--- config.mk ---
export PLATFORM = sky130hd
export DESIGN_NAME = window_moving_average_top_flat
export DESIGN_NICKNAME = d
export VERILOG_FILES = /design/src/wma_pkg.sv /design/src/wma_if.sv /design/src/wma_ram.sv /design/src/wma_datapath.sv /design/src/wma_ctrl.sv /design/src/window_moving_average_top.sv /design/src/flat_wrapper.sv
export SDC_FILE = /design/constraint.sdc
export NUM_CORES = 2
export LEC_CHECK = 0
export BUFFER_PORTS_ARGS = -buffer_cell sky130_fd_sc_hd__buf_4
export CAP_MARGIN = 10
export CORE_ASPECT_RATIO = 0.6
export CORE_MARGIN = 10
export CORE_UTILIZATION = 35
export CTS_BUF_LIST = sky130_fd_sc_hd__clkbuf_8
export DETAILED_ROUTE_END_ITERATION = 7
export GPL_TIMING_DRIVEN = 0
export PLACE_DENSITY = 0.47
export SLEW_MARGIN = 30
export SYNTH_ARGS = -nofsm -noshare
export SYNTH_HDL_FRONTEND = slang
export SYNTH_SLANG_ARGS = --single-unit
export TNS_END_PERCENT = 50
--- constraint.sdc ---
create_clock -name clk_i -period 13.75 [get_ports clk_i]
set_clock_uncertainty 0.15 [all_clocks]
set_input_delay 0.6875 -clock clk_i [delete_from_list [all_inputs] [get_ports clk_i]]
set_output_delay 0.6875 -clock clk_i [all_outputs]
set_load 0.02 [all_outputs]
--- src/wma_pkg.sv ---
// ============================================================================
// wma_pkg
// Shared widths, constants and controller/datapath handshake types for the
// window moving average block.
// ============================================================================
package wma_pkg;

  localparam int unsigned SAMPLE_BITS  = 16;
  localparam int unsigned SUM_BITS     = SAMPLE_BITS + 8;
  localparam int unsigned SUM_EXT      = SUM_BITS - SAMPLE_BITS;
  localparam int unsigned WINDOW_MAX   = 256;
  localparam int unsigned PTR_BITS     = $clog2(WINDOW_MAX);
  localparam int unsigned WIDTH_BITS   = PTR_BITS + 1;
  localparam int unsigned DIV_CNT_BITS = $clog2(SUM_BITS);

  localparam logic [WIDTH_BITS-1:0]   WIDTH_RESET = WIDTH_BITS'(4);
  localparam logic [WIDTH_BITS-1:0]   WIDTH_MIN   = WIDTH_BITS'(1);
  localparam logic [WIDTH_BITS-1:0]   WIDTH_TOP   = WIDTH_BITS'(WINDOW_MAX);
  localparam logic [DIV_CNT_BITS-1:0] DIV_LAST    = DIV_CNT_BITS'(SUM_BITS - 1);

  // Saturation limits of the average, seen as magnitudes of the quotient.
  localparam logic [SUM_BITS-1:0] POS_LIMIT = SUM_BITS'((1 << (SAMPLE_BITS - 1)) - 1);
  localparam logic [SUM_BITS-1:0] NEG_LIMIT = SUM_BITS'(1 << (SAMPLE_BITS - 1));
  localparam logic [SAMPLE_BITS-1:0] AVG_MAX = {1'b0, {(SAMPLE_BITS-1){1'b1}}};
  localparam logic [SAMPLE_BITS-1:0] AVG_MIN = {1'b1, {(SAMPLE_BITS-1){1'b0}}};

  typedef struct packed {
    logic accept;    // item taken this cycle
    logic update;    // old sample is on the RAM read port
    logic div_step;  // one quotient bit
    logic finish;    // sign fix and saturation of the quotient
    logic sel_held;  // present the held first average
  } wma_cmd_t;

  typedef struct packed {
    logic fill;      // item only adds to the window
    logic reach;     // item completes the first window
    logic pair;      // item gives the held average and a new one
    logic div_last;  // final quotient bit this cycle
  } wma_status_t;

endpackage

--- src/wma_if.sv ---
// ============================================================================
// wma_if
// Valid/ready channels of the window moving average: sample input, average
// output and width configuration.
// ============================================================================
interface wma_sample_if;
  import wma_pkg::*;
  logic                   valid;
  logic                   ready;
  logic [SAMPLE_BITS-1:0] sample;
  logic                   start_of_table;

  modport source (output valid, output sample, output start_of_table, input ready);
  modport sink   (input valid, input sample, input start_of_table, output ready);
endinterface

interface wma_average_if;
  import wma_pkg::*;
  logic                   valid;
  logic                   ready;
  logic [SAMPLE_BITS-1:0] average;
  logic                   last_of_run;

  modport source (output valid, output average, output last_of_run, input ready);
  modport sink   (input valid, input average, input last_of_run, output ready);
endinterface

interface wma_cfg_if;
  import wma_pkg::*;
  logic                  valid;
  logic                  ready;
  logic [WIDTH_BITS-1:0] data;

  modport source (output valid, output data, input ready);
  modport sink   (input valid, input data, output ready);
endinterface

--- src/wma_ram.sv ---
// ============================================================================
// wma_ram
// Generic simple dual-port RAM, one write and one registered read per cycle.
// A read of the address being written returns the old contents.
// ============================================================================
module wma_ram #(
  parameter int unsigned WIDTH = 16,
  parameter int unsigned DEPTH = 256
) (
  input  logic                     clk_i,
  input  logic                     we_i,
  input  logic [$clog2(DEPTH)-1:0] waddr_i,
  input  logic [WIDTH-1:0]         wdata_i,
  input  logic [$clog2(DEPTH)-1:0] raddr_i,
  output logic [WIDTH-1:0]         rdata_o
);

  logic [WIDTH-1:0] mem_q [DEPTH];
  logic [WIDTH-1:0] rdata_q;

  always_ff @(posedge clk_i) begin
    if (we_i) begin
      mem_q[waddr_i] <= wdata_i;
    end
    rdata_q <= mem_q[raddr_i];
  end

  assign rdata_o = rdata_q;

endmodule

--- src/wma_datapath.sv ---
// ============================================================================
// wma_datapath
// Width register, running sum, window store, serial divider and the result
// registers of the window moving average.
// ============================================================================
module wma_datapath import wma_pkg::*; (
  input  logic                   clk_i,
  input  logic                   rst_ni,
  input  wma_cmd_t               cmd_i,
  output wma_status_t            status_o,
  input  logic [SAMPLE_BITS-1:0] sample_i,
  input  logic                   start_i,
  input  logic                   cfg_we_i,
  input  logic [WIDTH_BITS-1:0]  cfg_data_i,
  output logic [SAMPLE_BITS-1:0] average_o,
  output logic                   last_of_run_o
);

  logic [WIDTH_BITS-1:0]   width_q;
  logic [WIDTH_BITS-1:0]   w_eff;
  logic [WIDTH_BITS-1:0]   w_q;
  logic [SUM_BITS-1:0]     sum_q, sum_d;
  logic [WIDTH_BITS-1:0]   count_q;
  logic [SAMPLE_BITS-1:0]  held_q;
  logic [SAMPLE_BITS-1:0]  avg_q;
  logic [PTR_BITS-1:0]     ptr_q;
  logic [SAMPLE_BITS-1:0]  sample_q;
  logic                    fill_q, reach_q, pair_q;
  logic [WIDTH_BITS-1:0]   count_eff;
  logic [PTR_BITS-1:0]     ptr_eff;
  logic [PTR_BITS-1:0]     old_addr;
  logic [SAMPLE_BITS-1:0]  old_sample;
  logic [SUM_BITS-1:0]     div_mag;
  logic [SUM_BITS-1:0]     quo_q;
  logic [WIDTH_BITS-1:0]   rem_q;
  logic [DIV_CNT_BITS-1:0] div_cnt_q;
  logic                    neg_q;
  logic [WIDTH_BITS:0]     trial;
  logic [WIDTH_BITS:0]     trial_diff;
  logic                    trial_ge;
  logic [SUM_BITS-1:0]     quo_neg;
  logic [SAMPLE_BITS-1:0]  result;

  // Width register, clamped into 1..WINDOW_MAX for use.
  always_ff @(posedge clk_i or negedge rst_ni) begin
    if (!rst_ni) begin
      width_q <= WIDTH_RESET;
    end else if (cfg_we_i) begin
      width_q <= cfg_data_i;
    end
  end

  always_comb begin
    priority if (width_q == '0) begin
      w_eff = WIDTH_MIN;
    end else if (width_q > WIDTH_TOP) begin
      w_eff = WIDTH_TOP;
    end else begin
      w_eff = width_q;
    end
  end

  // A start flag makes the item see a cleared table.
  assign count_eff = start_i ? '0 : count_q;
  assign ptr_eff   = start_i ? '0 : ptr_q;
  // Oldest sample of the window; a full-size window wraps onto the write slot.
  assign old_addr  = ptr_eff - w_eff[PTR_BITS-1:0];

  wma_ram #(
    .WIDTH (SAMPLE_BITS),
    .DEPTH (WINDOW_MAX)
  ) u_store (
    .clk_i   (clk_i),
    .we_i    (cmd_i.accept),
    .waddr_i (ptr_eff),
    .wdata_i (sample_i),
    .raddr_i (old_addr),
    .rdata_o (old_sample)
  );

  always_comb begin
    if (fill_q) begin
      sum_d = sum_q + {{SUM_EXT{sample_q[SAMPLE_BITS-1]}}, sample_q};
    end else begin
      sum_d = sum_q + {{SUM_EXT{sample_q[SAMPLE_BITS-1]}}, sample_q}
                    - {{SUM_EXT{old_sample[SAMPLE_BITS-1]}}, old_sample};
    end
  end

  assign div_mag = sum_d[SUM_BITS-1] ? (SUM_BITS'(0) - sum_d) : sum_d;

  // Table state.
  always_ff @(posedge clk_i or negedge rst_ni) begin
    if (!rst_ni) begin
      sum_q   <= '0;
      count_q <= '0;
      held_q  <= '0;
      ptr_q   <= '0;
      fill_q  <= 1'b0;
      reach_q <= 1'b0;
      pair_q  <= 1'b0;
    end else begin
      if (cmd_i.accept) begin
        if (start_i) begin
          sum_q   <= '0;
          count_q <= '0;
          held_q  <= '0;
        end
        ptr_q   <= ptr_eff + PTR_BITS'(1);
        fill_q  <= count_eff < w_eff;
        reach_q <= (count_eff + WIDTH_BITS'(1)) == w_eff;
        pair_q  <= count_eff == w_eff;
      end
      if (cmd_i.update) begin
        sum_q   <= sum_d;
        count_q <= fill_q ? (count_q + WIDTH_BITS'(1)) : (w_q + WIDTH_BITS'(1));
      end
      if (cmd_i.finish && fill_q) begin
        held_q <= result;
      end
    end
  end

  always_ff @(posedge clk_i) begin
    if (cmd_i.accept) begin
      sample_q <= sample_i;
      w_q      <= w_eff;
    end
    if (cmd_i.finish && !fill_q) begin
      avg_q <= result;
    end
  end

  // Restoring divider on the magnitude of the sum, one quotient bit a cycle.
  assign trial      = {rem_q, quo_q[SUM_BITS-1]};
  assign trial_diff = trial - {1'b0, w_q};
  assign trial_ge   = trial >= {1'b0, w_q};

  always_ff @(posedge clk_i) begin
    if (cmd_i.update) begin
      quo_q     <= div_mag;
      rem_q     <= '0;
      neg_q     <= sum_d[SUM_BITS-1];
      div_cnt_q <= '0;
    end else if (cmd_i.div_step) begin
      quo_q     <= {quo_q[SUM_BITS-2:0], trial_ge};
      rem_q     <= trial_ge ? trial_diff[WIDTH_BITS-1:0] : trial[WIDTH_BITS-1:0];
      div_cnt_q <= div_cnt_q + DIV_CNT_BITS'(1);
    end
  end

  assign quo_neg = SUM_BITS'(0) - quo_q;

  always_comb begin
    if (neg_q) begin
      result = (quo_q > NEG_LIMIT) ? AVG_MIN : quo_neg[SAMPLE_BITS-1:0];
    end else begin
      result = (quo_q > POS_LIMIT) ? AVG_MAX : quo_q[SAMPLE_BITS-1:0];
    end
  end

  assign status_o.fill     = fill_q;
  assign status_o.reach    = reach_q;
  assign status_o.pair     = pair_q;
  assign status_o.div_last = div_cnt_q == DIV_LAST;

  assign average_o     = cmd_i.sel_held ? held_q : avg_q;
  assign last_of_run_o = !cmd_i.sel_held;

endmodule

--- src/wma_ctrl.sv ---
// ============================================================================
// wma_ctrl
// Sequencer of the window moving average: takes an item, runs the sum update
// and the serial divide, then hands out no, one or two results.
// ============================================================================
module wma_ctrl import wma_pkg::*; (
  input  logic        clk_i,
  input  logic        rst_ni,
  input  logic        in_valid_i,
  output logic        in_ready_o,
  output logic        out_valid_o,
  input  logic        out_ready_i,
  input  wma_status_t status_i,
  output wma_cmd_t    cmd_o
);

  typedef enum logic [5:0] {
    ST_IDLE      = 6'b000001,
    ST_UPDATE    = 6'b000010,
    ST_DIVIDE    = 6'b000100,
    ST_FINISH    = 6'b001000,
    ST_EMIT_HELD = 6'b010000,
    ST_EMIT_AVG  = 6'b100000
  } state_e;

  state_e state_q, state_d;

  always_ff @(posedge clk_i or negedge rst_ni) begin
    if (!rst_ni) begin
      state_q <= ST_IDLE;
    end else begin
      state_q <= state_d;
    end
  end

  always_comb begin
    state_d     = state_q;
    in_ready_o  = 1'b0;
    out_valid_o = 1'b0;
    cmd_o       = '0;
    unique case (state_q)
      ST_IDLE: begin
        in_ready_o   = 1'b1;
        cmd_o.accept = in_valid_i;
        if (in_valid_i) begin
          state_d = ST_UPDATE;
        end
      end
      ST_UPDATE: begin
        cmd_o.update = 1'b1;
        // A sample that only adds to an unfinished window needs no divide.
        if (status_i.fill && !status_i.reach) begin
          state_d = ST_IDLE;
        end else begin
          state_d = ST_DIVIDE;
        end
      end
      ST_DIVIDE: begin
        cmd_o.div_step = 1'b1;
        if (status_i.div_last) begin
          state_d = ST_FINISH;
        end
      end
      ST_FINISH: begin
        cmd_o.finish = 1'b1;
        priority if (status_i.fill) begin
          state_d = ST_IDLE;
        end else if (status_i.pair) begin
          state_d = ST_EMIT_HELD;
        end else begin
          state_d = ST_EMIT_AVG;
        end
      end
      ST_EMIT_HELD: begin
        out_valid_o    = 1'b1;
        cmd_o.sel_held = 1'b1;
        if (out_ready_i) begin
          state_d = ST_EMIT_AVG;
        end
      end
      ST_EMIT_AVG: begin
        out_valid_o = 1'b1;
        if (out_ready_i) begin
          state_d = ST_IDLE;
        end
      end
      default: begin
        state_d = ST_IDLE;
      end
    endcase
  end

endmodule

--- src/window_moving_average_top.sv ---
// Sequence: an item that only fills the window is accepted and added to the sum; any other item
// is accepted, updates the sum, then runs the serial radix-2 divide and the saturation to its first result.
// A new item is taken only once the last one is through, its results included; output stalls hold it.
// Reset: clears sum, count, held average, pointer and sequencer; width returns to 4.
// The 256-entry sample store is not cleared; entries are written before they are read.
// ============================================================================
// window_moving_average_top
// Boxcar moving average over signed samples with a configurable window width.
// ============================================================================
module window_moving_average_top import wma_pkg::*; (
  input  logic   clk_i,
  input  logic   rst_ni,
  wma_sample_if.sink    in_i,
  wma_average_if.source out_o,
  wma_cfg_if.sink       cfg_i
);

  wma_cmd_t    cmd;
  wma_status_t status;

  assign cfg_i.ready = 1'b1;

  wma_ctrl u_ctrl (
    .clk_i       (clk_i),
    .rst_ni      (rst_ni),
    .in_valid_i  (in_i.valid),
    .in_ready_o  (in_i.ready),
    .out_valid_o (out_o.valid),
    .out_ready_i (out_o.ready),
    .status_i    (status),
    .cmd_o       (cmd)
  );

  wma_datapath u_datapath (
    .clk_i         (clk_i),
    .rst_ni        (rst_ni),
    .cmd_i         (cmd),
    .status_o      (status),
    .sample_i      (in_i.sample),
    .start_i       (in_i.start_of_table),
    .cfg_we_i      (cfg_i.valid),
    .cfg_data_i    (cfg_i.data),
    .average_o     (out_o.average),
    .last_of_run_o (out_o.last_of_run)
  );

endmodule

--- src/flat_wrapper.sv ---
// flat-port wrapper written by rule: the top's interface ports become plain ports
module window_moving_average_top_flat import wma_pkg::*;
  (clk_i, rst_ni, in_i_valid, in_i_sample, in_i_start_of_table, in_i_ready, out_o_valid, out_o_average, out_o_last_of_run, out_o_ready, cfg_i_valid, cfg_i_data, cfg_i_ready);
  wma_sample_if in_i_i ();
  wma_average_if out_o_i ();
  wma_cfg_if cfg_i_i ();
  input  logic clk_i;
  input  logic rst_ni;
  input wire logic [$bits(in_i_i.valid)-1:0] in_i_valid;
  input wire logic [$bits(in_i_i.sample)-1:0] in_i_sample;
  input wire logic [$bits(in_i_i.start_of_table)-1:0] in_i_start_of_table;
  output wire logic [$bits(in_i_i.ready)-1:0] in_i_ready;
  output wire logic [$bits(out_o_i.valid)-1:0] out_o_valid;
  output wire logic [$bits(out_o_i.average)-1:0] out_o_average;
  output wire logic [$bits(out_o_i.last_of_run)-1:0] out_o_last_of_run;
  input wire logic [$bits(out_o_i.ready)-1:0] out_o_ready;
  input wire logic [$bits(cfg_i_i.valid)-1:0] cfg_i_valid;
  input wire logic [$bits(cfg_i_i.data)-1:0] cfg_i_data;
  output wire logic [$bits(cfg_i_i.ready)-1:0] cfg_i_ready;
  assign in_i_i.valid = in_i_valid;
  assign in_i_i.sample = in_i_sample;
  assign in_i_i.start_of_table = in_i_start_of_table;
  assign in_i_ready = in_i_i.ready;
  assign out_o_valid = out_o_i.valid;
  assign out_o_average = out_o_i.average;
  assign out_o_last_of_run = out_o_i.last_of_run;
  assign out_o_i.ready = out_o_ready;
  assign cfg_i_i.valid = cfg_i_valid;
  assign cfg_i_i.data = cfg_i_data;
  assign cfg_i_ready = cfg_i_i.ready;
  window_moving_average_top u_core (.clk_i(clk_i), .rst_ni(rst_ni), .in_i(in_i_i), .out_o(out_o_i), .cfg_i(cfg_i_i));
endmodule
==> metrics.log <==
INFO  metric status = completed
INFO  metric part_of_the_yosys_area_used_for_sequential_elements = 0.7580
INFO  metric pin_count = 51
INFO  metric vdd_drop_max = 126.0 µV
INFO  metric detail_route.vias_per_cell = 5.588
INFO  metric cts.htree.levels = 6
INFO  metric timing.reg2reg.worst_path_depth = 16
INFO  metric worstHoldPathCells = 5
INFO  metric critPathCaptureType = register
INFO  metric grt_start_max_net_pins = about 110
INFO  metric hp-start = in_i_start_of_table
INFO  metric synth_warnings = 0
INFO  metric path_depth = 16
INFO  metric leading_cell_types_in_the_layout_fill_and_taps_excluded = edfxtp_1 (4162), mux4_2 (1296), clkbuf_8 (670), inv_1 (266), nor2_4 (256)
INFO  metric floorplan.die_area = between 500000 and 600000 µm²
INFO  metric tightestPinTransition = 1.082 ns
INFO  metric report.final.hold_viol_count = 0
INFO  metric post_synthesis_mean_instance_area = approximately 22 µm²
INFO  metric synth_cell_type_count = 76
INFO  metric final-max-slew-violation-count = 0
INFO  metric setup_slack_reg_to_reg = 5.60 ns
INFO  metric min_cycle_time_layout = 8.146 ns
INFO  metric initial_core_util = 0.3508
INFO  metric dr.pass1.iters = 6
INFO  metric final_common_cell = edfxtp_1
INFO  metric path_max_fanout = 10
INFO  metric detailed_place_hpwl = between 300000 and 400000 µm
INFO  metric final.setup.tns = 0 ns
INFO  metric antenna_found_initial = 81
INFO  metric layout.nets = 8617
INFO  metric die-width = 914.9 µm
INFO  metric synth.net_count = 7701
INFO  metric clockBufferDepth = 4
INFO  metric crit-reg2reg-launch = u_core.u_datapath.width_q[5]
INFO  metric numCtsBuffers = 646
INFO  metric first_global_vias = 85120
INFO  metric cp_data_required_time = 14.50 ns
INFO  metric synth_edf_count = 4162
INFO  metric whs_endpoint = u_core.u_datapath.pair_q
INFO  metric first_pass_grt_wire_length = 722600 µm
INFO  metric fmax = 122.8 MHz
INFO  metric number_of_buffers_added_on_ports = 48
INFO  metric startpoint_type = register
INFO  metric placement.setup.worst_slack = 4.511 ns
INFO  metric slew_headroom = 0.2579
INFO  metric synthArstFlopShare = 0.01758
INFO  metric power.leakage = just over 60 nW
INFO  metric fp.coreArea = 479400 µm²
INFO  metric critical_path.top_delay_family = buffers and inverters
INFO  metric detail-route-antenna-nets = 0
INFO  metric path_class = register to register
INFO  metric crit_path_max_incr_delay = around 0.92 ns
INFO  metric reg2reg_capture_point = u_core.u_datapath.u_store.rdata_o[15]
INFO  metric timing.critical_path.slowest_stage_cell = a211oi_1
INFO  metric dieHeight = between 500 and 600 µm
INFO  metric synth_seq_cells = 4267
INFO  metric drt-total-wl = 531400 µm
INFO  metric cts_num_sinks = 4267
INFO  metric layout_setup_ws = 5.604 ns
INFO  metric placementRows = 197
INFO  metric tritoncts = built
INFO  metric crit_top_cell = mux4_2
INFO  metric synthToLayoutAreaGrowth = 16.31%
INFO  metric place.gp.congestion = 0.8506
INFO  metric cp_cell_sequence = nor4_1 -> a21oi_1 -> nor2_1 -> ha_1 -> inv_1 -> fa_1 -> clkbuf_1 -> clkbuf_2 -> clkbuf_2 -> buf_16 -> clkbuf_1 -> mux4_2 -> mux4_2 -> a211oi_1 -> a21oi_1 -> mux4_2
INFO  metric timing.critical_path.buf_inv = 6
INFO  metric post_synthesis_instance_area = 168200 µm²
INFO  metric routedWlPerCell = 34.59 µm
INFO  metric vias = 85850
INFO  metric post_route_cells_drive_above_1_share = 0.3213
INFO  metric worstHoldPathType = primary input to register
INFO  metric clock_pin_slew_of_the_registers_on_the_worst_case_setup_and_hold_paths = 0.06 ns
INFO  metric drt-initial-drc-count = 11470
INFO  metric ys.flop_type = edfxtp_1
INFO  metric clk_root_buffer_cell = clkbuf_8
INFO  metric power_density = 198.7 nW/µm²
INFO  metric max-cap-violations = 0
INFO  metric report.final.setup_viol = 0
INFO  metric globalRouteTotalUtil = 0.2042
INFO  metric globalRoute.totalOverflow = 0
INFO  metric final_min_period_over_clock_period = 0.5924
INFO  metric post_synthesis_instance_total = 7586
INFO  metric grt_setup_unrepaired = no
INFO  metric post-route-drc-count = 0
INFO  metric clock_latency_at_the_later_pin_of_the_worst_skew_pair = 1.14 ns
INFO  metric crit_arrival = 8.89 ns
INFO  metric filler_cell_count = about 42000
metrics by stage:
stage	cell area [µm²]	utilization	hold slack, ns	instances	total power [mW]
3_3_place_gp	176500	0.3681	0.3188	14000	28.54
6_report	195600	0.4080	0.2801	15360	38.87
5_1_grt	195600	0.4079	0.2492	15350	40.34
3_5_place_dp	183500	0.3828	0.3249	14180	29.11
4_1_cts	195500	0.4077	0.1459	15350	38.95
2_1_floorplan	168200	-	0.2419	7586	22.58
cell usage after synthesis (7+ instances only):
cell      instances  area [µm²]
edfxtp_1       4162      125000
mux4_2         1296       29190
nor2_1          336        1261
clkbuf_1        299        1122
nand2_1         170       638.1
a21oi_1         148       740.7
o21ai_0         123       615.6
buf_1           101       379.1
nor2b_1          98       613.1
mux2i_1          82       820.8
ha_1             80        1001
dfrtp_1          73        1827
a211oi_1         70       525.5
inv_1            63       236.5
xnor2_1          53       464.2
nand3_1          43       215.2
xor2_1           43       376.6
mux2_2           33       371.6
dfxtp_1          30       600.6
a22o_1           28       245.2
a21o_1           20       150.1
nand2b_1         20       125.1
nor3_1           20       100.1
nand4_1          15       93.84
and3_1           12       75.07
nor4_1           10       62.56
o21a_1           10       75.07
a31oi_1           9       56.30
buf_2             9       45.04
and2_1            8       50.05
nor3b_1           8       60.06
or3_1             8       50.05
o31ai_1           7       52.55
flip-flops by register name, summed over array words and instances, names as in the netlist:
| signal | flops |
|---|---|
| u_core.u_datapath.u_store.mem_q | 4096 |
| u_core.u_datapath.quo_q | 24 |
| u_core.u_datapath.sum_q | 24 |
| u_core.u_datapath.avg_q | 16 |
| u_core.u_datapath.held_q | 16 |
| u_core.u_datapath.sample_q | 16 |
| u_core.u_datapath.u_store.rdata_o | 16 |
| u_core.u_datapath.count_q | 9 |
| u_core.u_datapath.rem_q | 9 |
| u_core.u_datapath.w_q | 9 |
| u_core.u_datapath.width_q | 9 |
| u_core.u_datapath.ptr_q | 8 |
| u_core.u_ctrl.state_q | 6 |
| u_core.u_datapath.div_cnt_q | 5 |
| u_core.u_datapath.fill_q | 1 |
| u_core.u_datapath.neg_q | 1 |
| u_core.u_datapath.pair_q | 1 |
| u_core.u_datapath.reach_q | 1 |
routing by layer:
metal	global-route usage	part of all wire
met2	0.2641	0.39
met5	0	0.00038
met3	0.06824	0.11
met4	0.04916	0.025
met1	0.3247	0.47
final cells by class:
cell class | instances | area (µm²) | share of cell area
plain buffers | 410 | 1858 | 0.009500
clock inverters | 459 | 2273 | 0.01162
inverters | 64 | 240.2 | 0.001228
repair buffers | 268 | 5379 | 0.02750
multi-input cells | 2845 | 41160 | 0.2104
well taps | 6368 | 7968 | 0.04074
diodes | 12 | 30.03 | 0.0001535
flip-flops and latches | 4267 | 127500 | 0.6517
clock buffers | 670 | 9221 | 0.04715
cell families after synthesis:
group,synth area share
and+or+nand+nor,0.02156
xor gates and xnor gates,0.005000
adders and majority gates,0.006429
muxes,0.1807
buffers and inverters,0.01067
AOI/OAI and AO/OA,0.01769
DFF,0.7580
other,0.00002230
worst max path at each step:
| stage | end | slack (ns) | start |
|---|---|---|---|
| after global placement | u_core.u_datapath.u_store.rdata_o[0] | 1.42 | in_i_start_of_table |
| after global routing | u_core.u_datapath.u_store.rdata_o[0] | 5.58 | u_core.u_datapath.width_q[5] |
| after detailed placement | u_core.u_datapath.u_store.rdata_o[15] | 4.51 | in_i_start_of_table |
| final | u_core.u_datapath.u_store.rdata_o[15] | 5.60 | u_core.u_datapath.width_q[5] |
| after CTS | u_core.u_datapath.u_store.rdata_o[15] | 5.70 | in_i_start_of_table |
| after floorplan | u_core.u_datapath.u_store.rdata_o[10] | 8.43 | in_i_start_of_table |
power breakdown:
group          internal [mW]  leakage (nW)  switching [mW]
combinational           5.44          16.0            8.94
clock                   4.74          6.61            5.09
sequential              14.5          38.6           0.200
worst min-delay path, stage by stage:
cell	delay [ns]
buf_4	0.20
nor2b_1	0.13
ha_1	0.30
nand4_1	0.07
o41ai_1	0.08
timing repair:
action,in CTS,in global routing
hold endpoints to repair,1017,0
setup buffers,0,0
gates resized for setup,0,0
hold buffers,41,0
Note: power is estimated with default switching activity, not from simulation.
